$ cat src/rtl/core/icon_dib_row_to_bgra_unpacker_defines.svh
// ---------------------------------------------------------------------------
// icon dib row unpacker assertion macros
// shared concurrent assertion forms, clocked on clock, quiet during reset
// ---------------------------------------------------------------------------
`ifndef ICON_DIB_ROW_TO_BGRA_UNPACKER_DEFINES_SVH
`define ICON_DIB_ROW_TO_BGRA_UNPACKER_DEFINES_SVH

// same-cycle implication
`define IDBU_ASSERT_IMP(lbl, ante, cons, msg) \
   lbl: assert property (@(posedge clock) disable iff (reset) (ante) |-> (cons)) \
      else $error(msg);

// next-cycle implication
`define IDBU_ASSERT_NEXT(lbl, ante, cons, msg) \
   lbl: assert property (@(posedge clock) disable iff (reset) (ante) |=> (cons)) \
      else $error(msg);

`endif

$ cat src/rtl/core/idbu_pkg.sv
// ---------------------------------------------------------------------------
// idbu_pkg
// shared constants, codes and beat structs of the icon dib row unpacker
// ---------------------------------------------------------------------------
`default_nettype none

package idbu_pkg;

   localparam int DEF_MAX_ROW_WIDTH = 256;
   localparam int DEF_PALETTE_DEPTH = 256;

   // depth_mode codes
   localparam logic [2:0] DEPTH_1BPP  = 3'd0;
   localparam logic [2:0] DEPTH_4BPP  = 3'd1;
   localparam logic [2:0] DEPTH_8BPP  = 3'd2;
   localparam logic [2:0] DEPTH_24BPP = 3'd3;
   localparam logic [2:0] DEPTH_32BPP = 3'd4;

   // register indexes
   localparam int         CSR_IDX_W      = 2;
   localparam logic [1:0] CSR_DEPTH_MODE = 2'd0;
   localparam logic [1:0] CSR_ROW_WIDTH  = 2'd1;

   localparam logic [2:0] RESET_DEPTH_MODE = DEPTH_8BPP;
   localparam logic [8:0] RESET_ROW_WIDTH  = 9'd32;

   // request kinds
   localparam logic REQ_PALETTE = 1'b0;
   localparam logic REQ_COLOR   = 1'b1;

   localparam logic [7:0]  ALPHA_FF     = 8'hFF;
   localparam logic [31:0] ALPHA_OPAQUE = 32'hFF00_0000;
   localparam logic [31:0] PIX_WHITE    = 32'hFFFF_FFFF;

   typedef struct packed {
      logic        rd_en;
      logic [7:0]  rd_addr;
      logic        wr_en;
      logic [7:0]  wr_addr;
      logic [23:0] wr_data;
   } pal_port_type;

   typedef struct packed {
      logic [31:0] pix;
      logic        use_pal;
      logic        pal_hit;
      logic        clear;
      logic [7:0]  column;
      logic        row_end;
      logic        last;
   } pix_beat_type;

endpackage

`default_nettype wire

$ cat src/rtl/core/idbu_pixel_out.sv
// ---------------------------------------------------------------------------
// idbu_pixel_out
// lines a beat up with its palette read, forms the pixel, output register
// ---------------------------------------------------------------------------
`default_nettype none

module idbu_pixel_out (
   input  wire                   clock,
   input  wire                   reset,
   input  wire                   beat_vld,
   input  idbu_pkg::pix_beat_type beat,
   output logic                  beat_ready,
   input  wire  [23:0]           rd_data,
   output logic                  rsp_valid,
   input  wire                   rsp_stall,
   output logic [31:0]           rsp_pixel_bgra,
   output logic [7:0]            rsp_column,
   output logic                  rsp_row_end,
   output logic                  rsp_last
);
   import idbu_pkg::*;

   logic         s2_vld_ff, s2_vld_in;
   pix_beat_type s2_beat_ff;
   logic         rsp_vld_ff, rsp_vld_in;
   logic [31:0]  pix_ff, pix_in;
   logic [7:0]   col_ff;
   logic         row_end_ff;
   logic         last_ff;
   logic         rsp_ready;

   always_comb begin
      rsp_ready  = !rsp_vld_ff || !rsp_stall;
      beat_ready = !s2_vld_ff || rsp_ready;
      s2_vld_in  = beat_ready ? beat_vld : s2_vld_ff;
      rsp_vld_in = rsp_ready ? s2_vld_ff : rsp_vld_ff;

      if (s2_beat_ff.clear) begin
         pix_in = 32'd0;
      end else if (s2_beat_ff.use_pal) begin
         pix_in = s2_beat_ff.pal_hit ? {ALPHA_FF, rd_data} : ALPHA_OPAQUE;
      end else begin
         pix_in = s2_beat_ff.pix;
      end
   end

   always_ff @(posedge clock) begin
      if (reset) begin
         s2_vld_ff  <= 1'b0;
         rsp_vld_ff <= 1'b0;
      end else begin
         s2_vld_ff  <= s2_vld_in;
         rsp_vld_ff <= rsp_vld_in;
      end
   end

   always_ff @(posedge clock) begin
      if (beat_ready && beat_vld) begin
         s2_beat_ff <= beat;
      end
      if (rsp_ready && s2_vld_ff) begin
         pix_ff     <= pix_in;
         col_ff     <= s2_beat_ff.column;
         row_end_ff <= s2_beat_ff.row_end;
         last_ff    <= s2_beat_ff.last;
      end
   end

   assign rsp_valid      = rsp_vld_ff;
   assign rsp_pixel_bgra = pix_ff;
   assign rsp_column     = col_ff;
   assign rsp_row_end    = row_end_ff;
   assign rsp_last       = last_ff;

endmodule

`default_nettype wire

$ cat config.mk
export PLATFORM = sky130hd
export DESIGN_NAME = idbu_pixel_out
export DESIGN_NICKNAME = d
export VERILOG_FILES = /design/src/rtl/core/icon_dib_row_to_bgra_unpacker_defines.svh /design/src/rtl/core/idbu_pkg.sv /design/src/rtl/core/idbu_pixel_out.sv
export SDC_FILE = /design/constraint.sdc
export NUM_CORES = 1
export LEC_CHECK = 0
export ABC_AREA = 1
export BUFFER_PORTS_ARGS = -buffer_cell sky130_fd_sc_hd__buf_2
export CAP_MARGIN = 20
export CORE_ASPECT_RATIO = 1.2
export CORE_UTILIZATION = 52
export CTS_CLUSTER_SIZE = 20
export DETAILED_ROUTE_END_ITERATION = 16
export PLACE_DENSITY_LB_ADDON = 0.1
export REMOVE_ABC_BUFFERS = 1
export SETUP_SLACK_MARGIN = 0.2
export SYNTH_ARGS = -nofsm -noshare
export SYNTH_HDL_FRONTEND = slang
export SYNTH_SLANG_ARGS = --single-unit
$ cat constraint.sdc
create_clock -name clock -period 5.5 [get_ports clock]
set_input_delay 0.55 -clock clock [delete_from_list [all_inputs] [get_ports clock]]
set_output_delay 0.55 -clock clock [all_outputs]
set_load 0.1 [all_outputs]
* After elaboration in Yosys (flattened, before gate mapping)
Cells that the tools add are included.
Cells by class: reduce and logical (&&, ||, !) cells 7, muxes and demuxes 2
Operator list (count):
- 32-bit two-way mux | 1
- 24-bit two-way mux | 1
- 1-bit logical NOT | 3
- 1-bit logical AND | 2
- 1-bit logical OR | 2
Word-level totals: output and inout port bits 44, register bits 89

* Logic depth before layout (Yosys ltp)
Gate-level depths: netlist of run 1.
depth in word-level cells 4, depth in mapped cells 5, mapped depth without buffers 3

* Worst setup path after synthesis of run 1
Ideal clock, no wire load.
kind register -> register, start reg rsp_vld_ff, in the netlist rsp_valid, end reg col_ff[0], in the netlist rsp_column[0] (enable), path buffers 0, path slack 2.187 ns, data required time 5.045 ns, stages on the path, launching flop included 2, library setup time 0.455 ns, clock period less this slack 3.313 ns, data arrival time 2.857 ns, path through dfxtp_1 -> a21oi_1
Between the ends: longest elaborated chain between the ends 3
RTL lines:
- start, declared | line idbu_pixel_out.sv:25 | logic rsp_vld_ff, rsp_vld_in;
- start signal, assigned | line idbu_pixel_out.sv:53 | rsp_vld_ff <= rsp_vld_in;
- 1-bit logical NOT | line idbu_pixel_out.sv:33 | rsp_ready = !rsp_vld_ff || !rsp_stall;
- 1-bit logical OR | line idbu_pixel_out.sv:33
- 1-bit logical AND | line idbu_pixel_out.sv:61 | if (rsp_ready && s2_vld_ff) begin
- end signal, assigned | line idbu_pixel_out.sv:63 | col_ff <= s2_beat_ff.column;
- end, declared | line idbu_pixel_out.sv:27 | logic [7:0] col_ff;
Every way passes these cells. A chain may end at the register's enable or synchronous reset.

* Final worst setup path of run 1
start reg rsp_vld_ff, in the netlist rsp_valid, end out beat_ready
Between the ends: longest elaborated chain between the ends 3
RTL lines:
- 1-bit logical NOT | line idbu_pixel_out.sv:33
- 1-bit logical OR | line idbu_pixel_out.sv:33
- 1-bit logical OR | line idbu_pixel_out.sv:34 | beat_ready = !s2_vld_ff || rsp_ready;
- end, declared | line idbu_pixel_out.sv:12 | output logic beat_ready,
Every way passes these cells.

==> metrics.md, run 1 <==
| Metric | Value |
|---|---|
| Setup tns final | `0 ns` |
| Drt pass-1 iters | `4` |
| Post-DP HPWL | `between 3000 and 4000 um` |
| Clock root buffer | `clkbuf_8` |
| Syn_area_per_cell | `16.3 um^2` |
| Rel. slew slack | `38.3%` |
| Yosys reg bits | `just under 90` |
| Hold endpoint | `s2_vld_ff` |
| WP data arrival | `about 1.3 ns` |
| Io pins | `117` |
| First-pass GRT wire length | `between 8000 and 9000 um` |
| Initial Util | `a little over half` |
| Yosys top cell by area | `edfxtp_1` |
| Reg2reg end | `s2_beat_ff[7]` |
| # setup viols final | `0` |
| Yosys cell types | `13` |
| Via count | `slightly below 2,000` |
| Port bufs | `approximately 120` |
| Busiest grt layer | `met2` |
| Synth cell count leaders | `87 x edfxtp_1, 26 x nand2_1, 25 x nand3_1` |
| Met2 Use GR | `between 20% and 30%` |
| Power Density | `about 350 mW/mm^2` |
| Post-route clock period utilization | `~33%` |
| Share of layout cells above drive strength 1 | `around 45%` |
| Synthesized instance count | `198` |
| Met1 usage | `between 20% and 30%` |
| Top-count cell post-synth | `edfxtp_1` |
| R2r startpoint | `rsp_valid` |
| Post-CTS Resized | `0` |
| Chip width | `73.8 um` |
| Least-Margin Pin Slew | `0.924 ns` |
| Fin. max-slew vios | `0` |
| Die span in y | `about 88 um` |
| Aggregate global-route resource usage | `18.6%` |
| Dpl cells | `roughly 390` |
| RSZ-0062 raised after global routing | `false` |
| RePlAce Congestion | `approximately 0.70` |
| H-tree depth | `3` |
| Peak VDD IR | `around 0.00026 V` |
| Internal reg-to-reg setup slack | `just under 4 ns` |
| Via density | `4.79` |
| Antenna Nets Post-Route | `0` |
| P&R area growth vs syn | `24.7%` |
| Predominant post-synthesis flop cell | `edfxtp_1` |
| GR Overflow Total | `0` |
| Nets@finish | `a little under 400` |
| Pleak | `between 0.0015 and 0.002 uW` |
| Vias in the first global route | `between 1,500 and 2,000` |
| Worst R2R Path Depth | `3` |
| Clock Pin Slew Worst Setup and Hold Paths | `~0.080 ns` |
| Sink Count | `~90` |
| Max cap viols | `0` |
| Die area | `between 0.006 and 0.007 mm^2` |
| Post-Place Cell Area | `0.00384 mm^2` |
| Synth Cell Area | `0.00322 mm^2` |
| Synth top area cells | `edfxtp_1 81%, nand3_1 3.9%, nand2_1 3.0%` |
| Cell area after layout | `roughly 0.004 mm^2` |
| CTS tree | `built` |
| Crit path required time | `between 4 and 5 ns` |
| Dpl ws | `about 3.5 ns` |
| WHS Path Cells | `2` |
| Slack of the critical path | `between 3 and 4 ns` |
| Core Box Area | `~0.0060 mm^2` |
| Startpoint Class | `flip-flop` |
| Routed WL | `between 5000 and 6000 um` |
| Outcome | `finished, final reports clean` |
| Non-filler instance count after layout | `roughly 400` |
| Post-layout min period | `around 1.8 ns` |
| Routing usage on met3 | `5.13%` |
| Post-synth top area share | `81.1%` |
| Hold path startpoint | `reset` |
| DR iter-0 viols | `around 130` |
| Sequential area share after synthesis | `around 82%` |
| Wire length per cell | `between 10 and 15 um` |
| FFs w/ async S/R, synth | `0%` |
| Clock tree buffer depth | `2` |
| Hold Vio Cnt, Final | `0` |
| Initial antenna violation count | `0` |
| Worst skew pair latency | `~0.35 ns` |
| Largest net degree at the start of global routing | `46` |
| Cts-stage hold buffer count | `0` |
| Rows | `31` |
| Synth warn | `0` |
| Critical setup path kind | `reg -> out` |
| Setup Fix Bufs, Post-CTS | `0` |
| Drt drc | `0` |
| Max Fclk | `approximately 550 MHz` |
| Clk_skew | `0.0100 ns` |
| Num CTS Buffers | `9` |
| Post-synth EDFFs | `87` |
| Worst Path Max Fanout | `4` |
| Worst min path class | `in -> reg` |
| Critical Path End Type | `primary output` |
| # diodes | `0` |
[sequential cells by signal, indices dropped and copies added (netlist names)]
register        count
s2_beat_ff         45
rsp_row_end         1
s2_vld_ff           1
rsp_valid           1
rsp_column          8
rsp_pixel_bgra     32
rsp_last            1
[placed cells by master, fill, tap and decap left out, drive strengths merged]
master and instances:
a21oi 27, buf 119, inv 5, nor2 16
dfxtp 2, clkbuf 9, clkinv 3, nand3 25
edfxtp 87, nand2 26, clkinvlp 3
[through the flow]
stage / hold WS [ns] / utilization, % / power (uW)
5_1_grt: 0.344 / 66.8 / 1450
3_3_place_gp: 0.400 / 63.8 / 1020
2_1_floorplan: 0.400 / - / 967
6_report: 0.363 / 66.8 / 1400
4_1_cts: 0.347 / 66.8 / 1410
3_5_place_dp: 0.406 / 63.8 / 1020
[cell type report]
type	instances	area (um^2)
clock buffer	9	124
clock inverter	7	53.8
fill	445	2000
inverter	4	20.0
multi-input combinational	94	459
sequential	89	2650
tap	82	103
timing repair buffer	119	603
[where the power goes]
part	internal, uW	switching [uW]	total [uW]
sequential	787	12.7	800
combinational	40.2	164	204
clock	167	232	399
total	995	409	1400
[kinds of logic after synthesis]
group | after synthesis | share of synthesized area (%)
AO/OA/AOI/OAI | 27 | 5.13
buffers and inverters | 15 | 3.73
flip-flops | 89 | 82.4
AND/OR/NAND/NOR | 67 | 8.78
[worst max path at each step]
stage / depth (start not counted) / slack, ns / end / start
global route: 2 / 3.61 / beat_ready / rsp_valid
finish: 2 / 3.67 / beat_ready / rsp_valid
global placement: 4 / 3.58 / s2_beat_ff[33] / rsp_stall
detailed placement: 4 / 3.54 / s2_beat_ff[33] / rsp_stall
CTS: 2 / 3.66 / beat_ready / rsp_valid
floorplan: 1 / 2.19 / rsp_column[0] / rsp_valid
[critical path: stages, from the launching register on]
cell and delay (ns):
dfxtp_1 0.36, nand3_1 0.13, buf_2 0.44
[routing by layer]
layer / up-vias / routed length [um]
met3: 14 / 385
li1: 960 / -
met2: 78 / 2790
met5: - / 0
met1: 884 / 2240
met4: 0 / 155
(Power assumes the default switching activity.)
==> inputs of run 2 (changes only) <==
Settings changed: CORE_UTILIZATION 52 to 49.
Clock period 5.5 ns to 1.7 ns, I/O delays scaled along.
==> run 2 against run 1 <==
Via count rose by 13%. Sequential power increased to 3.2 times the previous value. Sequential share of layout area decreased by 7.3 points. Setup slack worse by 3.4 ns. Final cell count rose by 12%. Sequential cell count did not move. Global-route usage up 2.5 points. Non-clock buffer count rose by 47.
==> metrics.md, run 2 (synthesized netlist as in run 1, its figures left out) <==
| Metric | Value |
|---|---|
| Outcome | `finished, final reports clean` |
| Power Density | `around 1100 mW/mm^2` |
| Sink Count | `89` |
| Vias in the first global route | `between 2,000 and 2,500` |
| Max FFs per register | `45` |
| Core Box Area | `0.00641 mm^2` |
| Die span in y | `about 90 um` |
| H-tree depth | `3` |
| Clock Pin Slew Worst Setup and Hold Paths | `about 0.09 ns` |
| WHS Path Cells | `1` |
| Fill cells | `~470` |
| Top reg by flops | `s2_beat_ff` |
| Drt pass-1 iters | `4` |
| Via density | `slightly below 5` |
| RSZ-0062 raised after global routing | `false` |
| Hold endpoint | `s2_beat_ff[18]` |
| Die area | `approximately 0.007 mm^2` |
| Max Fclk | `roughly 700 MHz` |
| Internal reg-to-reg setup slack | `approximately 0.36 ns` |
| Setup tns final | `0 ns` |
| Post-DP HPWL | `between 3000 and 4000 um` |
| Rel. slew slack | `a little under two thirds` |
| Initial antenna violation count | `0` |
| Clock tree buffer depth | `2` |
| Worst min path class | `in -> reg` |
| Fin. max-slew vios | `0` |
| Wire length per cell | `~15 um` |
| WL met1 | `2650 um` |
| DR top layer | `met4` |
| Worst R2R Path Depth | `4` |
| Crit path required time | `~1.5 ns` |
| P&R area growth vs syn | `40.1%` |
| Critical setup path kind | `reg -> out` |
| Drt drc | `0` |
| Chip width | `76.0 um` |
| RePlAce Congestion | `between 0.6 and 0.7` |
| Slowest stage delay, CP | `~0.42 ns` |
| Least-Margin Pin Slew | `~0.54 ns` |
| Peak VDD IR | `roughly 0.00073 V` |
| Cells along the critical path | `nand3_1 -> clkbuf_4` |
| Via count | `between 2,000 and 2,500` |
| Commonest non-fill, non-tap cells in the layout | `115 x buf_2, 87 x edfxtp_1, 42 x dlygate4sd3_1, 26 x nand2_1, 25 x nand3_1` |
| GR Overflow Total | `0` |
| CTS tree | `built` |
| Post-route clock period utilization | `between 80% and 90%` |
| Antenna Nets Post-Route | `0` |
| R2r startpoint | `rsp_valid` |
| Hold path startpoint | `beat[18]` |
| Port bufs | `116` |
| # setup viols final | `0` |
| Worst skew pair latency | `0.35 ns` |
| Post-layout min period | `about 1.4 ns` |
| Reg2reg end | `s2_beat_ff[29]` |
| Worst Path Max Fanout | `4` |
| Num CTS Buffers | `9` |
| Critical Path End Type | `primary output` |
| First-pass GRT wire length | `between 10,000 and 15,000 um` |
| Clk_skew | `about 0.014 ns` |
| Hold Vio Cnt, Final | `0` |
| # diodes | `0` |
| WL met3 | `between 400 and 500 um` |
| Nets@finish | `roughly 440` |
| Post-Place Cell Area | `roughly 0.004 mm^2` |
| Clock root buffer | `clkbuf_8` |
| Startpoint Class | `flip-flop` |
| Largest net degree at the start of global routing | `43` |
| Io pins | `~120` |
| Routed WL | `6990 um` |
| Commonest non-fill, non-tap cell in the layout | `buf_2` |
| Share of layout cells above drive strength 1 | `between 40% and 50%` |
| Aggregate global-route resource usage | `between 20% and 30%` |
| Max cap viols | `0` |
| Pleak | `0.00179 uW` |
| Cell area after layout | `0.00451 mm^2` |
| Design Power | `roughly 4800 uW` |
| WP data arrival | `roughly 1.3 ns` |
| Final Core Density | `roughly 70%` |
| Initial Util | `between 50 and 60%` |
| Rows | `32` |
| Metal2 WL | `around 3800 um` |
| DR iter-0 viols | `119` |
| Slowest-stage cell, CP | `dfxtp_1` |
==> run 2: changes by cell type in the layout (fill, tap and decap cells not counted), sizes merged <==
| cell | delta |
|---|---|
| dlygate4sd3 | +42 |
| buf | +4 |
| bufinv | +1 |
| clkbuf | +1 |
| clkinv | +1 |
| clkinvlp | -1 |
| inv | -1 |
==> run 2: repair_timing <==
action                                 CTS  global route
hold buffers                            42             0
setup endpoints to repair                0             2
endpoints found under the hold margin   43             0
setup buffers                            0             1
gates resized for setup                  0             1
==> run 2: worst max-delay path by stage <==
stage / from / to / cells past startpoint
4_1_cts: rsp_valid / beat_ready / 2
6_report: rsp_valid / beat_ready / 2
3_3_place_gp: s2_beat_ff[11] / rsp_pixel_bgra[12] / 2
2_1_floorplan: rsp_valid / rsp_column[0] / 1
3_5_place_dp: s2_beat_ff[11] / rsp_pixel_bgra[6] / 2
5_1_grt: rsp_valid / beat_ready / 2
==> run 2: final cells by class <==
type | instances | area [um^2] | share of cell area (%)
clock buffer | 9 | 124 | 2.75
clock inverter | 7 | 70.1 | 1.55
inverter | 4 | 20.0 | 0.444
multi-input combinational | 94 | 459 | 10.2
sequential | 89 | 2650 | 58.8
tap | 85 | 106 | 2.36
timing repair buffer | 166 | 1080 | 23.9
==> run 2: layer usage <==
| layer | vias to the layer above | track usage, % |
|---|---|---|
| met1 | 1039 | 23.9 |
| met3 | 8 | 5.35 |
| met2 | 82 | 37.4 |
| li1 | 1057 | - |
| met4 | 0 | 9.62 |
| met5 | - | 0 |
==> run 2: critical path: cells and delay by family, from the launching register on <==
kind                   cells  cell delay, ns
and+or+nand+nor            1            0.17
DFF                        1            0.42
buffers and inverters      1            0.32
==> run 2: power by group <==
| group | total [uW] | internal, uW | switching (uW) |
|---|---|---|---|
| logic | 769 | 207 | 563 |
| clock network | 1420 | 677 | 739 |
| registers | 2590 | 2550 | 38.8 |
==> run 2: through the flow <==
stage | hold WS (ns) | setup WS (ns) | cells
final | 0.0101 | 0.269 | 454
after global routing | 0.00125 | 0.211 | 454
after CTS | 0.000608 | 0.235 | 453
after detailed placement | 0.348 | 0.343 | 395
after global placement | 0.342 | 0.379 | 395
after floorplan | 0.239 | -1.61 | 187
==> inputs of run 3 (changes only) <==
Settings changed: ABC_AREA 1 to 0.
Clock period 1.7 ns to 1.45 ns, I/O delays scaled along.
==> run 3 against run 2 <==
Synthesized cell count fell by 1.5%. Non-clock buffer count rose by 4. Final cell count is 0.22% higher. Core utilization rose by 2.7 points. Critical endpoint is now rsp_pixel_bgra[25]. Largest power group unchanged. Worst hold slack better by 0.035 ns. Critical path type unchanged.
==> metrics.md, run 3 <==
| Metric | Value |
|---|---|
| Num CTS Buffers | `9` |
| Via density | `roughly 4.6` |
| Fin. max-slew vios | `0` |
| Fill cells | `around 440` |
| Synth top area cells | `edfxtp_1 81%, nand2b_1 4.7%, a21oi_1 4.0%` |
| Post-layout min period | `roughly 1.2 ns` |
| Top reg by flops | `s2_beat_ff` |
| Cells along the critical path | `buf_2` |
| Initial Util | `approximately 50%` |
| Clk_skew | `around 0.0084 ns` |
| Syn_area_per_cell | `approximately 17 um^2` |
| DR iter-0 viols | `99` |
| RePlAce Congestion | `around 0.7` |
| Rows | `32` |
| WP data arrival | `between 1 and 1.5 ns` |
| Startpoint Class | `flip-flop` |
| Die span in y | `just over 90 um` |
| Chip width | `roughly 76 um` |
| Clock tree buffer depth | `2` |
| Routing usage on met3 | `a little over 4%` |
| Yosys cell types | `12` |
| Slack of the critical path | `roughly 0.23 ns` |
| Yosys top cell by area | `edfxtp_1` |
| Hold Vio Cnt, Final | `0` |
| Met1 usage | `21.3%` |
| First-pass GRT wire length | `approximately 9500 um` |
| Worst skew pair latency | `0.34 ns` |
| Predominant post-synthesis flop cell | `edfxtp_1` |
| Via count | `2,115` |
| Vias in the first global route | `between 2,000 and 2,500` |
| Post-DP HPWL | `3750 um` |
| Die area | `~0.0069 mm^2` |
| Share of layout cells above drive strength 1 | `38.9%` |
| # setup viols final | `0` |
| Met2 Use GR | `33.5%` |
| Dpl ws | `0.190 ns` |
| Design Power | `between 5000 and 6000 uW` |
| Aggregate global-route resource usage | `18.8%` |
| Buf+Inv Stages, Crit Path | `1` |
| Synth Cell Area | `approximately 0.0032 mm^2` |
| Sequential area share after synthesis | `82.4%` |
| Wire length per cell | `13.9 um` |
| Sink Count | `between 80 and 90` |
| Power Density | `1140 mW/mm^2` |
| Commonest non-fill, non-tap cells in the layout | `87 x edfxtp_1, 78 x buf_2, 46 x dlygate4sd3_1, 27 x buf_4, 26 x a21oi_1` |
| H-tree depth | `3` |
| Flop pwr share | `a little under three fifths` |
| CTS tree | `built` |
| Nets@finish | `438` |
| Top-count cell post-synth | `edfxtp_1` |
| Port bufs | `116` |
| Post-synth top area share | `about four fifths` |
| Critical Path End Type | `primary output` |
| Routed WL | `approximately 6300 um` |
| Io pins | `117` |
| Rel. slew slack | `roughly two thirds` |
| Peak VDD IR | `0.000748 V` |
| GR Overflow Total | `0` |
| Synth cell count leaders | `87 x edfxtp_1, 26 x a21oi_1, 25 x nand3_1` |
| Yosys reg bits | `89` |
| Worst Path Max Fanout | `1` |
| Outcome | `finished, final reports clean` |
| Crit path required time | `roughly 1.3 ns` |
| Slowest stage delay, CP | `~0.42 ns` |
| Clock Pin Slew Worst Setup and Hold Paths | `around 0.080 ns` |
| Commonest non-fill, non-tap cell in the layout | `edfxtp_1` |
| Drt pass-1 iters | `4` |
| Int Pwr | `just under 4000 uW` |
| Crit-path leading delay family | `buffers and inverters` |
| Multi-input logic area | `around 500 um^2` |
| Register area | `between 0.002 and 0.003 mm^2` |
| Worst min path class | `in -> reg` |
| Clock root buffer | `clkbuf_8` |
| Final Core Density | `about three quarters` |
| Least-Margin Pin Slew | `between 0.4 and 0.5 ns` |
| Pleak | `between 0.0015 and 0.002 uW` |
| Setup tns final | `0 ns` |
| Max FFs per register | `between 40 and 50` |
| Setup Fix Bufs, Post-CTS | `0` |
| Initial antenna violation count | `0` |
| FFs w/ async S/R, synth | `0%` |
| Max cap viols | `0` |
| Core Box Area | `between 0.006 and 0.007 mm^2` |
| Max Fclk | `817 MHz` |
| Slowest-stage cell, CP | `buf_2` |
| Gate power share | `between 10% and 20%` |
| # diodes | `0` |
| Switching share of power | `27.5%` |
| Largest net degree at the start of global routing | `57` |
| Clock network power share | `27.2%` |
| Critical setup path kind | `reg -> out` |
| Post-route clock period utilization | `~84%` |
| Synth warn | `0` |
| RSZ-0062 raised after global routing | `false` |
| Switching Power | `~1500 uW` |
| P&R area growth vs syn | `45.6%` |
| Hold WS | `about 0.045 ns` |
| Drt drc | `0` |
| Synthesized instance count | `about 200` |
| Busiest grt layer | `met2` |
| Antenna Nets Post-Route | `0` |
| Post-synth EDFFs | `87` |
==> run 3: changes by cell type in the layout (fill, tap and decap cells not counted), moves of 4 or more <==
| cell | previous run | this run |
|---|---|---|
| a21oi_1 | 18 | 26 |
| a21oi_2 | 8 | 0 |
| buf_2 | 115 | 78 |
| buf_4 | 6 | 27 |
| clkbuf_4 | 1 | 14 |
| dlygate4sd3_1 | 42 | 46 |
| nand2_1 | 26 | 0 |
| nand2b_1 | 0 | 24 |
==> run 3: stage by stage <==
step	instance area, um^2	cells
2_1_floorplan	3140	184
3_3_place_gp	3920	393
3_5_place_dp	3920	393
4_1_cts	4620	455
5_1_grt	4680	455
6_report	4680	455
==> run 3: power groups by stage <==
stage                     Sequential, uW  Clock (uW)  Combinational, uW
final                               3020        1460                886
after global placement              3070           0                748
after CTS                           3020        1480                869
after global routing                3030        1560                930
after floorplan                     3500           0                110
after detailed placement            3070           0                754
==> run 3: metal layers <==
layer / vias to the layer above / routed length (um)
li1: 1062 / -
met3: 11 / 389
met4: 0 / 98
met1: 959 / 2560
met2: 83 / 3260
met5: - / 0
==> run 3: final cells by class <==
type	instances	share of cell area [%]
sequential	89	56.7
timing repair buffer	170	26.7
multi-input combinational	94	10.7
clock buffer	9	2.64
tap	85	2.27
clock inverter	7	0.988
inverter	1	0.0801
==> run 3: worst paths after layout <==
check	startpoint	depth (start not counted)	endpoint	slack, ns
setup / recovery	rsp_pixel_bgra[25]	1	rsp_pixel_bgra[25]	0.23
hold / removal	beat_vld	3	s2_vld_ff	0.05
setup reg to reg	rsp_valid	3	s2_beat_ff[19]	0.28
hold reg to reg	s2_beat_ff[5]	0	rsp_column[3]	0.42
==> run 3: cells by family after synthesis <==
logic type             share of synthesized area [%]
AOI/OAI and AO/OA                               4.28
buffers and inverters                           2.57
DFF                                             82.4
and+or+nand+nor                                 10.7
==> run 3: what timing repair did <==
action,4_1_cts,5_1_grt
cloned,0,0
hold endpoints to repair,47,0
hold buffers,46,0
resized for setup,26,22
setup endpoints to repair,57,60
