File: src/rtl/core/icon_dib_row_to_bgra_unpacker_defines.svh
// ---------------------------------------------------------------------------
// icon dib row unpacker assertion macros
// shared concurrent assertion forms, clocked on clock, quiet during reset
// ---------------------------------------------------------------------------
`ifndef ICON_DIB_ROW_TO_BGRA_UNPACKER_DEFINES_SVH
`define ICON_DIB_ROW_TO_BGRA_UNPACKER_DEFINES_SVH

// same-cycle implication
`define IDBU_ASSERT_IMP(lbl, ante, cons, msg) \
   lbl: assert property (@(posedge clock) disable iff (reset) (ante) |-> (cons)) \
      else $error(msg);

// next-cycle implication
`define IDBU_ASSERT_NEXT(lbl, ante, cons, msg) \
   lbl: assert property (@(posedge clock) disable iff (reset) (ante) |=> (cons)) \
      else $error(msg);

`endif

File: src/rtl/core/idbu_pkg.sv
// ---------------------------------------------------------------------------
// idbu_pkg
// shared constants, codes and beat structs of the icon dib row unpacker
// ---------------------------------------------------------------------------
`default_nettype none

package idbu_pkg;

   localparam int DEF_MAX_ROW_WIDTH = 256;
   localparam int DEF_PALETTE_DEPTH = 256;

   // depth_mode codes
   localparam logic [2:0] DEPTH_1BPP  = 3'd0;
   localparam logic [2:0] DEPTH_4BPP  = 3'd1;
   localparam logic [2:0] DEPTH_8BPP  = 3'd2;
   localparam logic [2:0] DEPTH_24BPP = 3'd3;
   localparam logic [2:0] DEPTH_32BPP = 3'd4;

   // register indexes
   localparam int         CSR_IDX_W      = 2;
   localparam logic [1:0] CSR_DEPTH_MODE = 2'd0;
   localparam logic [1:0] CSR_ROW_WIDTH  = 2'd1;

   localparam logic [2:0] RESET_DEPTH_MODE = DEPTH_8BPP;
   localparam logic [8:0] RESET_ROW_WIDTH  = 9'd32;

   // request kinds
   localparam logic REQ_PALETTE = 1'b0;
   localparam logic REQ_COLOR   = 1'b1;

   localparam logic [7:0]  ALPHA_FF     = 8'hFF;
   localparam logic [31:0] ALPHA_OPAQUE = 32'hFF00_0000;
   localparam logic [31:0] PIX_WHITE    = 32'hFFFF_FFFF;

   typedef struct packed {
      logic        rd_en;
      logic [7:0]  rd_addr;
      logic        wr_en;
      logic [7:0]  wr_addr;
      logic [23:0] wr_data;
   } pal_port_type;

   typedef struct packed {
      logic [31:0] pix;
      logic        use_pal;
      logic        pal_hit;
      logic        clear;
      logic [7:0]  column;
      logic        row_end;
      logic        last;
   } pix_beat_type;

endpackage

`default_nettype wire

File: src/rtl/core/idbu_slot_seq.sv
// ---------------------------------------------------------------------------
// idbu_slot_seq
// holds one request and walks its pixel slots, one per cycle unless a beat is held; owns the
// row position, 24 bpp byte carry and configuration registers
// ---------------------------------------------------------------------------
`default_nettype none

module idbu_slot_seq #(
   parameter int MAX_ROW_WIDTH = idbu_pkg::DEF_MAX_ROW_WIDTH,
   parameter int PALETTE_DEPTH = idbu_pkg::DEF_PALETTE_DEPTH
) (
   input  wire                          clock,
   input  wire                          reset,
   input  wire                          req_valid,
   output logic                         req_stall,
   input  wire                          req_type,
   input  wire  [7:0]                   req_palette_index,
   input  wire  [23:0]                  req_palette_color,
   input  wire  [31:0]                  req_color_word,
   input  wire  [31:0]                  req_mask_bits,
   input  wire                          csr_wr_en,
   input  wire  [idbu_pkg::CSR_IDX_W-1:0] csr_index,
   input  wire  [8:0]                   csr_wdata,
   input  wire                          beat_ready,
   output logic                         beat_vld,
   output idbu_pkg::pix_beat_type        beat,
   output idbu_pkg::pal_port_type        pal,
   output logic                         busy
);
   import idbu_pkg::*;

   localparam int COL_W  = $clog2(MAX_ROW_WIDTH);
   localparam int MAXW_W = $clog2(MAX_ROW_WIDTH + 1);
   localparam int CMP_W  = ((MAXW_W > 9) ? MAXW_W : 9) + 1;
   localparam logic [CMP_W-1:0] MAX_W     = CMP_W'(MAX_ROW_WIDTH);
   localparam logic [8:0]       PAL_LIMIT = 9'(PALETTE_DEPTH);

   logic              item_vld_ff, item_vld_in;
   logic              item_type_ff;
   logic [31:0]       word_ff;
   logic [31:0]       mask_ff;
   logic [7:0]        pidx_ff;
   logic [23:0]       pcolor_ff;
   logic [4:0]        slot_ff, slot_in;
   logic [1:0]        emit_k_ff, emit_k_in;
   logic [COL_W-1:0]  col_ff, col_in;
   logic [15:0]       carry_ff, carry_in;
   logic [1:0]        ccnt_ff, ccnt_in;
   logic [2:0]        depth_ff, depth_in;
   logic [8:0]        rwidth_ff, rwidth_in;

   logic [CMP_W-1:0]  rw_ext, eff_w, col_ext, col_next_ext;
   logic              at_end;
   logic [7:0]        byte8;
   logic [1:0]        cnt_eff;
   logic [15:0]       acc_eff;
   logic              emit, is_pal, last_slot, final_emit, defined;
   logic [7:0]        pix_idx;
   logic [31:0]       pix_raw;
   logic [4:0]        k;
   logic [15:0]       slot_carry;
   logic [1:0]        slot_ccnt;
   logic              color_item, pal_item, go, done, finish, accept, csr_hit;

   // effective row width and row end test
   always_comb begin
      rw_ext = CMP_W'(rwidth_ff);
      if (rwidth_ff == 9'd0) begin
         eff_w = CMP_W'(1);
      end else if (rw_ext > MAX_W) begin
         eff_w = MAX_W;
      end else begin
         eff_w = rw_ext;
      end
      col_ext      = CMP_W'(col_ff);
      col_next_ext = col_ext + CMP_W'(1);
      at_end       = (col_next_ext >= eff_w);
   end

   assign byte8   = word_ff[{slot_ff[1:0], 3'b000} +: 8];
   assign cnt_eff = (ccnt_ff == 2'd3) ? 2'd0 : ccnt_ff;
   assign acc_eff = (ccnt_ff == 2'd3) ? 16'd0 : carry_ff;

   // slot decode
   always_comb begin
      emit       = 1'b0;
      is_pal     = 1'b0;
      pix_idx    = 8'd0;
      pix_raw    = ALPHA_OPAQUE;
      k          = slot_ff;
      last_slot  = 1'b1;
      final_emit = 1'b1;
      defined    = 1'b1;
      slot_carry = carry_ff;
      slot_ccnt  = ccnt_ff;
      case (depth_ff)
         DEPTH_1BPP: begin
            emit       = 1'b1;
            pix_raw    = word_ff[{slot_ff[4:3], ~slot_ff[2:0]}] ? PIX_WHITE : ALPHA_OPAQUE;
            last_slot  = (slot_ff == 5'd31);
            final_emit = last_slot;
         end
         DEPTH_4BPP: begin
            emit       = 1'b1;
            is_pal     = 1'b1;
            pix_idx    = {4'd0, word_ff[{slot_ff[2:1], ~slot_ff[0], 2'b00} +: 4]};
            last_slot  = (slot_ff == 5'd7);
            final_emit = last_slot;
         end
         DEPTH_8BPP: begin
            emit       = 1'b1;
            is_pal     = 1'b1;
            pix_idx    = byte8;
            last_slot  = (slot_ff == 5'd3);
            final_emit = last_slot;
         end
         DEPTH_24BPP: begin
            last_slot  = (slot_ff == 5'd3);
            k          = {3'b000, emit_k_ff};
            // an emission past the first byte slot is the word's final one
            final_emit = (slot_ff != 5'd0);
            if (cnt_eff == 2'd2) begin
               emit       = 1'b1;
               pix_raw    = {ALPHA_FF, byte8, acc_eff};
               slot_carry = 16'd0;
               slot_ccnt  = 2'd0;
            end else if (cnt_eff == 2'd1) begin
               slot_carry = {byte8, acc_eff[7:0]};
               slot_ccnt  = 2'd2;
            end else begin
               slot_carry = {8'd0, byte8};
               slot_ccnt  = 2'd1;
            end
         end
         DEPTH_32BPP: begin
            emit    = 1'b1;
            pix_raw = word_ff;
            k       = 5'd0;
         end
         default: begin
            defined = 1'b0;
         end
      endcase
   end

   // slot advance control
   always_comb begin
      color_item = item_vld_ff && (item_type_ff == REQ_COLOR) && defined;
      pal_item   = item_vld_ff && (item_type_ff == REQ_PALETTE);
      go         = item_vld_ff && (!(color_item && emit) || beat_ready);
      done       = !color_item || last_slot || (emit && at_end);
      finish     = go && done;
      req_stall  = item_vld_ff && !finish;
      accept     = req_valid && !req_stall;
      csr_hit    = csr_wr_en && ((csr_index == CSR_DEPTH_MODE) ||
                                 (csr_index == CSR_ROW_WIDTH));
   end

   // next state
   always_comb begin
      item_vld_in = item_vld_ff;
      slot_in     = slot_ff;
      emit_k_in   = emit_k_ff;
      col_in      = col_ff;
      carry_in    = carry_ff;
      ccnt_in     = ccnt_ff;
      depth_in    = depth_ff;
      rwidth_in   = rwidth_ff;

      if (finish) begin
         item_vld_in = 1'b0;
      end
      if (accept) begin
         item_vld_in = 1'b1;
         slot_in     = 5'd0;
         emit_k_in   = 2'd0;
      end else if (color_item && go) begin
         slot_in = slot_ff + 5'd1;
         if (emit) begin
            emit_k_in = emit_k_ff + 2'd1;
         end
      end

      if (color_item && go) begin
         if (emit && at_end) begin
            col_in   = '0;
            carry_in = 16'd0;
            ccnt_in  = 2'd0;
         end else begin
            if (emit) begin
               col_in = COL_W'(col_next_ext);
            end
            carry_in = slot_carry;
            ccnt_in  = slot_ccnt;
         end
      end

      if (csr_wr_en && (csr_index == CSR_DEPTH_MODE)) begin
         depth_in = csr_wdata[2:0];
      end
      if (csr_wr_en && (csr_index == CSR_ROW_WIDTH)) begin
         rwidth_in = csr_wdata;
      end
      if (csr_hit) begin
         col_in   = '0;
         carry_in = 16'd0;
         ccnt_in  = 2'd0;
      end
   end

   always_ff @(posedge clock) begin
      if (reset) begin
         item_vld_ff <= 1'b0;
         slot_ff     <= 5'd0;
         emit_k_ff   <= 2'd0;
         col_ff      <= '0;
         carry_ff    <= 16'd0;
         ccnt_ff     <= 2'd0;
         depth_ff    <= RESET_DEPTH_MODE;
         rwidth_ff   <= RESET_ROW_WIDTH;
      end else begin
         item_vld_ff <= item_vld_in;
         slot_ff     <= slot_in;
         emit_k_ff   <= emit_k_in;
         col_ff      <= col_in;
         carry_ff    <= carry_in;
         ccnt_ff     <= ccnt_in;
         depth_ff    <= depth_in;
         rwidth_ff   <= rwidth_in;
      end
   end

   always_ff @(posedge clock) begin
      if (accept) begin
         item_type_ff <= req_type;
         word_ff      <= req_color_word;
         mask_ff      <= req_mask_bits;
         pidx_ff      <= req_palette_index;
         pcolor_ff    <= req_palette_color;
      end
   end

   // beat toward the palette read stage
   always_comb begin
      beat_vld     = color_item && emit;
      beat.pix     = pix_raw;
      beat.use_pal = is_pal;
      beat.pal_hit = ({1'b0, pix_idx} < PAL_LIMIT);
      beat.clear   = mask_ff[k];
      beat.column  = col_ext[7:0];
      beat.row_end = at_end;
      beat.last    = at_end || final_emit;

      pal.rd_en   = beat_vld && beat_ready && is_pal && beat.pal_hit;
      pal.rd_addr = pix_idx;
      pal.wr_en   = pal_item && ({1'b0, pidx_ff} < PAL_LIMIT);
      pal.wr_addr = pidx_ff;
      pal.wr_data = pcolor_ff;
   end

   assign busy = item_vld_ff;

endmodule

`default_nettype wire

File: config.mk
export PLATFORM = sky130hd
export DESIGN_NAME = idbu_slot_seq
export DESIGN_NICKNAME = d
export VERILOG_FILES = /design/src/rtl/core/icon_dib_row_to_bgra_unpacker_defines.svh /design/src/rtl/core/idbu_pkg.sv /design/src/rtl/core/idbu_slot_seq.sv
export SDC_FILE = /design/constraint.sdc
export NUM_CORES = 1
export LEC_CHECK = 0
export ABC_AREA = 1
export BUFFER_PORTS_ARGS = -buffer_cell sky130_fd_sc_hd__buf_2
export CORE_MARGIN = 4
export CORE_UTILIZATION = 45
export CTS_CLUSTER_SIZE = 14
export DETAILED_ROUTE_END_ITERATION = 12
export GPL_TIMING_DRIVEN = 0
export PLACE_DENSITY = 0.73
export SLEW_MARGIN = 10
export SYNTH_ARGS = -nofsm -noshare
export SYNTH_HDL_FRONTEND = slang
export SYNTH_SLANG_ARGS = --single-unit
File: constraint.sdc
create_clock -name clock -period 5.35 [get_ports clock]
set_clock_uncertainty 0.2 [all_clocks]
set_input_delay 0.8025 -clock clock [delete_from_list [all_inputs] [get_ports clock]]
set_output_delay 0.8025 -clock clock [all_outputs]
set_load 0.05 [all_outputs]
## After elaboration in Yosys (flattened, before gate mapping)

Cells that the tools add are included.
Widths: inputs -> output; s select.

- Register bits: 143
- Word-level logic and storage cells: 107

- Add/subtract/negate cells: 3
- Order comparisons: 4
- Eq/ne operators: 11
- Shift operators: 2
- Muxes and demuxes: 31
- Bitwise gates (word level): 3
- Reduce and logical (&&, ||, !) cells: 40

Operators by type and width:

| cell | count |
|---|---|
| $pmux 32 s3 | 1 |
| $mux 16 | 5 |
| $mux 24 | 2 |
| $shiftx 32x6->4 | 1 |
| $shiftx 32x6->8 | 1 |
| $mux 8 | 2 |
| $pmux 8 s2 | 1 |
| $logic_and 1x1->1 | 15 |
| $lt 5x6->1 const B | 2 |
| $bmux 1 s5 | 2 |
| $ge 9x10->1 | 1 |
| $mux 10 | 1 |
| $mux 2 | 5 |
| $pmux 5 s2 | 1 |
| $add 8x1->9 const B | 1 |
| $gt 9x9->1 const B | 1 |
| $logic_not 9->1 | 1 |
| $mux 9 | 1 |
| $reduce_or 2->1 | 4 |
| $mux 1 | 7 |
| $eq 3x2->1 const B | 2 |
| $reduce_and 2->1 | 3 |
| $reduce_bool 2->1 | 3 |
| $add 5x1->5 const B | 1 |
| 20 further kinds | 30 |

## Depth between registers and ports, before layout

Gate-level depths: netlist of the first run.

- Word-level depth: 15
- Mapped depth: 21

## Worst setup path after synthesis of the first run

OpenSTA, ideal clock, no wires.

- Kind: reg-to-reg
- Start: register col_ff[0]
- End: register item_type_ff, enable pin
- Arrival time: 4323 ps
- Data required time: 4700 ps
- Setup slack: 376 ps
- Cell stages (with the launch flop): 15
- Cell sequence: dfxtp_1 -> ha_1 -> nand3_1 -> nand3b_1 -> xor2_1 -> inv_1 -> ha_1 -> nand3_1 -> nor3_1 -> nand2_1 -> nand3_2 -> nand2_4 -> nand2_1 -> nand3_1 -> inv_1

- Longest elaborated chain between the ends: 9

RTL lines:

| element | line | RTL |
|---|---|---|
| start, declared | idbu_slot_seq.sv:46 | `logic [COL_W-1:0] col_ff, col_in;` |
| start signal, assigned | idbu_slot_seq.sv:225 | `col_ff <= col_in;` |
| $add 8x1->9 | idbu_slot_seq.sv:76 | `col_next_ext = col_ext + CMP_W'(1);` |
| $ge 9x10->1 | idbu_slot_seq.sv:77 | `at_end = (col_next_ext >= eff_w);` |
| via at_end | idbu_slot_seq.sv:53 | `logic at_end;` |
| $logic_and 1x1->1 | idbu_slot_seq.sv:151 | `done = !color_item \|\| last_slot \|\| (emit && at_end);` |
| $logic_or 1x1->1 | idbu_slot_seq.sv:151 |  |
| $logic_and 1x1->1 | idbu_slot_seq.sv:152 | `finish = go && done;` |
| $logic_not 1->1 | idbu_slot_seq.sv:153 | `req_stall = item_vld_ff && !finish;` |
| $logic_and 1x1->1 | idbu_slot_seq.sv:153 |  |
| $logic_not 1->1 | idbu_slot_seq.sv:154 | `accept = req_valid && !req_stall;` |
| $logic_and 1x1->1 | idbu_slot_seq.sv:154 |  |
| via accept | idbu_slot_seq.sv:63 | `logic color_item, pal_item, go, done, finish, accept, csr_hit;` |
| end signal, assigned | idbu_slot_seq.sv:235 | `item_type_ff <= req_type;` |
| end, declared | idbu_slot_seq.sv:39 | `logic item_type_ff;` |

The timed path passes the listed nets, and every way through them passes these cells.
A chain may end at the register's enable or synchronous reset.

## Worst setup path after layout of the first run

- Start: register col_ff[0]
- End: output port req_stall

- Longest elaborated chain between the ends: 7

RTL lines:

| element | line | RTL |
|---|---|---|
| $add 8x1->9 | idbu_slot_seq.sv:76 |  |
| $ge 9x10->1 | idbu_slot_seq.sv:77 |  |
| via at_end | idbu_slot_seq.sv:53 |  |
| $logic_and 1x1->1 | idbu_slot_seq.sv:151 |  |
| $logic_or 1x1->1 | idbu_slot_seq.sv:151 |  |
| $logic_and 1x1->1 | idbu_slot_seq.sv:152 |  |
| $logic_not 1->1 | idbu_slot_seq.sv:153 |  |
| $logic_and 1x1->1 | idbu_slot_seq.sv:153 |  |
| end, declared | idbu_slot_seq.sv:15 | `output logic req_stall,` |

The timed path passes the listed nets, and every way through them passes these cells.

==> impl_results.md, run 1 <==
- First-pass GRT wire length: 32200 um
- Sequential fraction of the synthesis area: 0.523
- Clock Latency Late Sink: 0.43 ns
- Drt via density: 5.14
- Final cycle utilization of the critical path: 0.751
- R2R Setup Slk: 1.67 ns
- H-tree levels: 4
- Max-slew headroom: 0.623
- Max Buffers Root-to-Sink: 2
- Synth area leader: edfxtp_1
- Gpl congestion: 0.972
- Die X: 136 um
- RSZ-0062 raised after global routing: false
- Xor/xnor cell area share of the yosys netlist: 0.00836
- Mapped Area: 0.00734 mm2
- Total power: 0.00300 W
- Worst path slowest cell: dfxtp_1
- Die Ht: 136 um
- Status: finished, final reports clean
- Netlist cell types: 47
- WL/cell: 16.2 um
- FFs w/ async S/R, synth: 0
- Post-synth EDFFs: 97
- Initial core utilization: 0.460
- DRC Markers: 0
- Overflow left after global routing: 0
- Clock Pin Slew Worst Setup and Hold Paths: 0.06 ns
- P per Cell Area: 323 mW/mm2
- Adder-cell share of the synthesized area: 0.0290
- I/O pin cnt: 203
- Post-CTS Resized: 0
- Largest net degree at the start of global routing: 71
- Synth Flop Type: edfxtp_1
- Critical path class: reg -> out
- Setup Buffers After CTS: 0
- Initial DRT Pass Iterations: 5
- Die footprint: 0.0184 mm2
- IO Port Bufs: 201
- Final net count: 1198
- Worst-path maximum fanout: 6
- Final hold vios: 0
- Most frequent cells in the layout: nand2_1, buf_2, edfxtp_1
- Fin. max-slew vios: 0
- Max Clk Rate: 0.249 GHz
- Final setup violation count: 0
- WL final: 21000 um
- Clock Sinks: 143
- Post-route ant nets: 0
- Maximum vdd drop: 0.222 mV
- Syn Inst Count: 847
- Post-layout min period: 4.02 ns
- CP startpoint kind: flop
- Core Footprint: 0.0159 mm2
- Crit-path max cell delay: 0.44 ns
- Routed vias: 6663
- Top cell type's share of synthesized area: 0.397
- Max_cap viols: 0
- CP Cell Sequence: ha_1 -> nand3_1 -> nand3b_1 -> xor2_1 -> inv_1 -> ha_1 -> a21o_1 -> a21oi_1 -> nand3_2 -> nand2_4 -> nand2_1 -> nand2_1 -> buf_2
- Req. time, crit path: 4.35 ns
- Layout cell share with drive strength beyond 1: 0.278
- Post-synthesis mux area share: 0
- Flops & latches, synth: 143
- Static Leak: 4.29 nW
- # rows: 46
- Root Buffer: clkbuf_16
- CTS hold repair buffers: 0
- Initial DRC Count: 669
- Worst EP arrival: 3.02 ns
- CTS tree: built
- HPWL after DPL: 15700 um
- Non-Filler Instances: 1297
- ANT cells: 0
- Placed cell count: 1265
- CTS Buf Count: 17
- Largest cells by area after synthesis: edfxtp_1, dfxtp_1, nand2_1, nand3_1, inv_1
- Area delta synth->final: 26.5%
- Overall Global Routing Usage: 0.227
- Initial antenna violation count: 0
- Yosys warns: 0
- Avg Cell Area, Syn: 8.66 um2
- Syn nets: 977
- Compound-Gate Fraction of Synth Area: 0.0948
- Tightest Pin Transition: 0.566 ns
- Hold crit path type: reg -> reg
- Post-Synth Simple-Gate Area: 0.261
- Largest family of logic cells by synthesized area: simple AND/OR/NAND/NOR gates
- Vias in the first global route: 6223
- CP Capture Type: primary output
- Commonest non-fill, non-tap cell in the layout: nand2_1
worst paths after layout:
kind | start | endpoint | cells past startpoint
setup reg to reg | col_ff[0] | word_ff[13] | 15
setup / recovery | col_ff[0] | req_stall | 13
hold reg to reg | rwidth_ff[0] | rwidth_ff[0] | 2
hold / removal | rwidth_ff[0] | rwidth_ff[0] | 2
cells in the mapped netlist, types with 8 or more instances:
cell and n:
nand3_1 78, inv_1 89, nor2_1 75, o22ai_1 9
ha_1 17, nand4_1 11, o21ai_0 28, a21oi_1 39
a32oi_1 9, edfxtp_1 97, dfxtp_1 46, buf_2 17
nand3b_1 8, nand2_1 223
metal layers:
| layer | wire (um) | track usage | part of all wire | up-vias |
|---|---|---|---|---|
| met1 | 8820 | 0.308 | 0.42 | 3041 |
| met3 | 1790 | 0.0553 | 0.085 | 41 |
| met2 | 9840 | 0.356 | 0.47 | 293 |
| met5 | 0 | 0 | 0 | - |
| met4 | 497 | 0.0806 | 0.024 | 0 |
| li1 | - | - | - | 3288 |
layout make-up:
class	count	area [um2]
plain buffers	37	235
repair buffers	202	1030
inverters	99	379
clock buffers	17	425
well taps	216	270
flip-flops and latches	143	3830
multi-input cells	568	2890
fillers	1466	6670
clock inverters	15	210
critical path: cells and delay by family, from the launching register on:
kind            cells  cell delay [ns]
buf+inv             2             0.35
compound gates      2             0.32
flops               1             0.44
xor+xnor            1             0.16
simple gates        6             0.91
fa+ha+maj           2             0.42
kinds of logic after synthesis:
logic type | Yosys count
AND/OR/NAND/NOR | 430
adder cells (fa/ha/maj) | 17
AO/OA/AOI/OAI | 113
XOR/XNOR | 7
buffers and inverters | 136
other | 1
flip-flops | 143
power by group:
part | internal (W) | switching, W | total (W)
logic | 0.000120 | 0.000310 | 0.000431
registers | 0.00125 | 0.0000308 | 0.00128
clock network | 0.000787 | 0.000495 | 0.00128
total | 0.00216 | 0.000836 | 0.00300
stage by stage:
step / setup WS (ns) / cell area (um2) / hold WS, ns / setup TNS [ns] / utilization
5_1_grt: 1.06 / 9280 / 0.312 / 0 / 0.582
3_5_place_dp: 1.65 / 8640 / 0.269 / 0 / 0.542
3_3_place_gp: -0.262 / 8610 / 0.263 / -24.24 / 0.540
6_report: 1.33 / 9280 / 0.286 / 0 / 0.582
2_1_floorplan: 0.376 / 7340 / 0.245 / 0 / -
4_1_cts: 1.29 / 9280 / 0.291 / 0 / 0.582
state kept, by name, summed over array words and instances, names as in the netlist:
signal        count
depth_ff          3
col_ff            8
rwidth_ff         9
busy              1
slot_ff           5
item_type_ff      1
pcolor_ff        24
ccnt_ff           2
emit_k_ff         2
pidx_ff           8
carry_ff         16
mask_ff          32
word_ff          32
Note: power is estimated with default switching activity, not from simulation.
==> inputs of run 2 (changes only) <==
==> constraint.sdc (replaced) <==
create_clock -name clock -period 3.9 [get_ports clock]
set_clock_uncertainty 0.2 [all_clocks]
set_input_delay 0.585 -clock clock [delete_from_list [all_inputs] [get_ports clock]]
set_output_delay 0.585 -clock clock [all_outputs]
set_load 0.05 [all_outputs]
==> run 2 against run 1 <==
Effect of this change:
- non-clock buffer count increased by 1
- combinational power grew 39%
- setup slack got worse by 1.1 ns
- sequential share of layout area hardly changed
- hold slack worse by 0.16 ns
- design area is 0.42% higher
- core utilization grew 0.24 points
- die area unchanged
- critical endpoint is now beat[0]
- largest cell class unchanged
- largest power group unchanged
==> impl_results.md, run 2 (same netlist as run 1, synthesis figures left out) <==
- Status: finished, final reports clean
- Fin. max-slew vios: 0
- Hold crit path type: in -> reg
- Die Ht: 136 um
- WL final: 20900 um
- Largest net degree at the start of global routing: 38
- Clock Latency Late Sink: 0.43 ns
- HPWL after DPL: 15900 um
- Post-layout min period: 3.71 ns
- Final setup violation count: 0
- Fillers: 1495
- Final net count: 1200
- Final cycle utilization of the critical path: 0.951
- ANT cells: 0
- Area delta synth->final: 27.0%
- Die footprint: 0.0184 mm2
- CTS Buf Count: 17
- DRC Markers: 0
- Gpl congestion: 0.992
- Setup Buffers After CTS: 0
- H-tree levels: 4
- Drt via density: 5.13
- Die X: 136 um
- Initial DRC Count: 621
- Tightest Pin Transition: 0.678 ns
- P per Cell Area: 427 mW/mm2
- Max-slew headroom: 0.546
- Initial DRT Pass Iterations: 5
- Initial core utilization: 0.460
- Top flop regs: mask_ff (32), word_ff (32), pcolor_ff (24)
- Multi-input gate area: 0.00295 mm2
- # rows: 46
- TNS Setup: 0 ns
- Clock Sinks: 143
- Max Buffers Root-to-Sink: 2
- Worst-path maximum fanout: 7
- Vias in the first global route: 6379
- Final hold vios: 0
- Static Leak: 4.28 nW
- CP Capture Type: primary output
- Clock Pin Slew Worst Setup and Hold Paths: 0.06 ns
- Overflow left after global routing: 0
- Maximum vdd drop: 0.290 mV
- Worst EP arrival: 2.92 ns
- CP startpoint kind: flop
- Commonest non-fill, non-tap cell in the layout: nand2_1
- Slack of the critical path: 0.192 ns
- Core Footprint: 0.0159 mm2
- CTS tree: built
- Max_cap viols: 0
- Register area: 0.00385 mm2
- Routed vias: 6667
- Initial antenna violation count: 0
- Req. time, crit path: 3.12 ns
- Layout cell share with drive strength beyond 1: 0.295
- Overall Global Routing Usage: 0.230
- IO Port Bufs: 201
- Post-route ant nets: 0
- Root Buffer: clkbuf_16
- First-pass GRT wire length: 32700 um
- I/O pin cnt: 203
- WL/cell: 16.1 um
- Max Clk Rate: 0.270 GHz
- Post-Place Setup Slack: -0.0190 ns
- Critical path class: reg -> out
- Most frequent cells in the layout: nand2_1, buf_2, edfxtp_1
==> run 2: cell types whose count changed in the layout (fill, tap and decap cells not counted), moves of 3 or more <==
cell and delta:
dfxtp_1 -7, dfxtp_2 +4, dfxtp_4 +3, nand3_1 -3
==> run 2: cell type report <==
| type | count | share of cell area |
|---|---|---|
| plain buffers | 37 | 0.0252 |
| flip-flops and latches | 143 | 0.413 |
| multi-input cells | 568 | 0.316 |
| inverters | 99 | 0.0408 |
| clock buffers | 18 | 0.0461 |
| repair inverters | 1 | 0.000537 |
| repair buffers | 203 | 0.112 |
| clock inverters | 14 | 0.0167 |
| well taps | 216 | 0.0290 |
==> run 2: where the power goes <==
| part | leakage [nW] | total [W] | internal, W | switching (W) |
|---|---|---|---|---|
| logic | 2.68 | 0.000598 | 0.000170 | 0.000428 |
| registers | 1.31 | 0.00176 | 0.00172 | 0.0000414 |
| clock network | 0.277 | 0.00163 | 0.000952 | 0.000674 |
==> run 2: what timing repair did <==
item | in CTS | in global routing
resized for setup | 0 | 2
endpoints found under the setup margin | 37 | 53
pin swaps | 0 | 0
cloned | 1 | 0
hold buffers | 0 | 0
==> run 2: path summary, 6_finish.rpt <==
kind | start | slack [ns] | to | cells after the start
max | rwidth_ff[4] | 0.19 | beat[0] | 15
min | req_palette_color[4] | 0.13 | pcolor_ff[4] | 1
max reg2reg | rwidth_ff[4] | 0.29 | word_ff[29] | 19
min reg2reg | rwidth_ff[7] | 0.29 | rwidth_ff[7] | 2
==> run 2: per-layer routing <==
metal  global-route usage  vias to the layer above  wire, um
met4               0.0689                        0       397
met5                    0                        -         0
met3               0.0639                       34      1590
li1                     -                     3299         -
met2                0.373                      276     10100
met1                0.302                     3058      8860
==> run 2: through the flow <==
step	cell area [um2]	util	hold slack (ns)	power [W]	cells
floorplan	7400	-	0.245	0.00219	847
global placement	8680	0.544	0.263	0.00237	1264
detailed placement	8720	0.547	0.271	0.00238	1266
CTS	9310	0.584	0.115	0.00400	1299
global route	9320	0.584	0.109	0.00412	1299
finish	9320	0.584	0.128	0.00398	1299
==> run 2: critical path: stages, from the launching register on <==
cell and delay [ns]:
dfxtp_1 0.34, nor4_1 0.27, nand2_1 0.08, inv_1 0.07, nor2_1 0.06, inv_2 0.11, nand2_1 0.07, ha_1 0.29
nand2_1 0.07, inv_1 0.04, o21bai_1 0.13, nand2_1 0.07, nand2_1 0.07, nand3_2 0.19, a2111o_1 0.40, buf_2 0.24
==> inputs of run 3 (changes only) <==
--- a/config.mk
+++ b/config.mk
@@ -8,11 +8,10 @@
 export ABC_AREA = 1
 export BUFFER_PORTS_ARGS = -buffer_cell sky130_fd_sc_hd__buf_2
 export CORE_MARGIN = 4
-export CORE_UTILIZATION = 45
+export CORE_UTILIZATION = 49
 export CTS_CLUSTER_SIZE = 14
 export DETAILED_ROUTE_END_ITERATION = 12
-export GPL_TIMING_DRIVEN = 0
-export PLACE_DENSITY = 0.73
+export PLACE_DENSITY = 0.79
 export SLEW_MARGIN = 10
 export SYNTH_ARGS = -nofsm -noshare
 export SYNTH_HDL_FRONTEND = slang
==> run 3 against run 2 <==
Effect of this change:
- critical endpoint unchanged
- critical path depth unchanged
- maximum frequency up 1.0%
- clock power about the same
- cell count down 5.1%
- highest routed layer unchanged
==> impl_results.md, run 3 (same netlist as run 1, synthesis figures left out) <==
- Top flop regs: mask_ff (32), word_ff (32), pcolor_ff (24)
- CP Capture Type: primary output
- Clock Sinks: 143
- Initial antenna violation count: 0
- Clock Pin Slew Worst Setup and Hold Paths: 0.06 ns
- Max-slew headroom: 0.478
- Final hold vios: 0
- Status: finished, final reports clean
- Max Clk Rate: 0.272 GHz
- Non-Filler Instances: 1233
- Register area: 0.00385 mm2
- WL/cell: 16.1 um
- Commonest non-fill, non-tap cell in the layout: nand2_1
- Placed cell count: 1200
- WL final: 19800 um
- Most frequent cells in the layout: nand2_1, buf_2, edfxtp_1
- Initial DRC Count: 648
- # rows: 44
- Overall Global Routing Usage: 0.232
- First-pass GRT wire length: 30600 um
- Hold crit path type: in -> reg
- R2R Setup Slk: 0.66 ns
- I/O pin cnt: 203
- Initial DRT Pass Iterations: 8
- Area delta synth->final: 23.6%
- Req. time, crit path: 3.12 ns
- Root Buffer: clkbuf_16
- Reg2reg start: rwidth_ff[4]
- Vias in the first global route: 6159
- Die X: 130 um
- Worst-path maximum fanout: 7
- Die footprint: 0.0170 mm2
- CP startpoint kind: flop
- Clock Latency Late Sink: 0.42 ns
- HPWL after DPL: 14400 um
- Overflow left after global routing: 0
- Drt via density: 5.39
- Die Ht: 130 um
- Static Leak: 4.16 nW
- Routed vias: 6647
- H-tree levels: 4
- Post-layout min period: 3.67 ns
- P per Cell Area: 436 mW/mm2
- Multi-input gate area: 0.00296 mm2
- CTS Buf Count: 17
- Total power: 0.00395 W
- RSZ-0062 raised after global routing: false
- Initial core utilization: 0.503
- Max_cap viols: 0
- Post-route ant nets: 0
- TNS Setup: 0 ns
- Hold worst-path end: mask_ff[0]
- Tightest Pin Transition: 0.783 ns
- Critical path class: reg -> out
- Core Footprint: 0.0146 mm2
- Worst reg-to-reg path cell count: 16
- ANT cells: 0
- RR Endpoint: word_ff[21]
- Fillers: 1269
- Final net count: 1166
- Layout cell share with drive strength beyond 1: 0.278
- Fin. max-slew vios: 0
- CTS hold repair buffers: 0
- Min-delay src: req_mask_bits[0]
- IO Port Bufs: 201
- Hold depth: 1
- Max Buffers Root-to-Sink: 2
- CTS tree: built
- Worst EP arrival: 2.89 ns
- DRC Markers: 0
- Largest net degree at the start of global routing: 98
- Maximum vdd drop: 0.289 mV
- Gpl congestion: 0.983
- Final cycle utilization of the critical path: 0.941
- Final setup violation count: 0
[run 3: cell types whose count changed in the layout (fill, tap and decap cells not counted), moves of 2 or more]
cell,change
clkbuf_1,-7
buf_6,-7
inv_6,+2
buf_2,-18
clkinvlp_4,-3
[run 3: critical path, stage by stage (launching register included)]
cell and delay, ns:
dfxtp_1 0.32, nor4_1 0.31, nand2_1 0.08, inv_1 0.08
nor2_1 0.06, inv_2 0.11, nand2_1 0.07, ha_1 0.29
nand2_1 0.07, inv_1 0.03, o21bai_1 0.11, nand2_1 0.06
nand2_1 0.07, nand3_2 0.20, a2111o_1 0.38, buf_2 0.23
[run 3: how the worst max path moves through the flow]
stage / startpoint / end / slack [ns] / depth (start not counted)
finish: rwidth_ff[4] / beat[0] / 0.23 / 15
global route: rwidth_ff[4] / beat[0] / 0.001 / 15
CTS: depth_ff[1] / beat[10] / 0.08 / 12
detailed placement: depth_ff[1] / beat[10] / 0.54 / 12
global placement: depth_ff[1] / beat[10] / 0.59 / 12
floorplan: col_ff[1] / item_type_ff / -0.12 / 13
[run 3: metal layers]
| metal | GRT usage | up-vias | wire length, um |
|---|---|---|---|
| li1 | - | 3225 | - |
| met1 | 0.312 | 3020 | 8170 |
| met2 | 0.353 | 340 | 9140 |
| met3 | 0.0663 | 62 | 1870 |
| met4 | 0.0962 | 0 | 634 |
| met5 | 0 | - | 0 |
[run 3: power by group]
part | leakage, nW | switching, W | internal (W)
registers | 1.31 | 0.0000445 | 0.00172
logic | 2.55 | 0.000418 | 0.000155
clock network | 0.288 | 0.000666 | 0.000949
total | 4.16 | 0.00113 | 0.00282
[run 3: final cells by class]
class / count / share of cell area
clock inverters: 15 / 0.0173
inverters: 99 / 0.0420
multi-input cells: 568 / 0.326
repair buffers: 207 / 0.118
flip-flops and latches: 143 / 0.425
well taps: 184 / 0.0254
clock buffers: 17 / 0.0469
[run 3: repair_timing]
| action | in CTS | in global routing |
|---|---|---|
| buffers inserted | 0 | 1 |
| endpoints found under the setup margin | 0 | 13 |
| gates resized for setup | 0 | 5 |
[run 3: per-stage QoR]
| step | hold slack, ns | util | instance area (um2) | worst slack (ns) |
|---|---|---|---|---|
| floorplan | 0.245 | - | 7400 | -0.124 |
| global placement | 0.265 | 0.580 | 8460 | 0.585 |
| detailed placement | 0.269 | 0.580 | 8460 | 0.535 |
| CTS | 0.116 | 0.619 | 9040 | 0.0755 |
| global route | 0.113 | 0.621 | 9070 | 0.00114 |
| finish | 0.132 | 0.621 | 9070 | 0.229 |
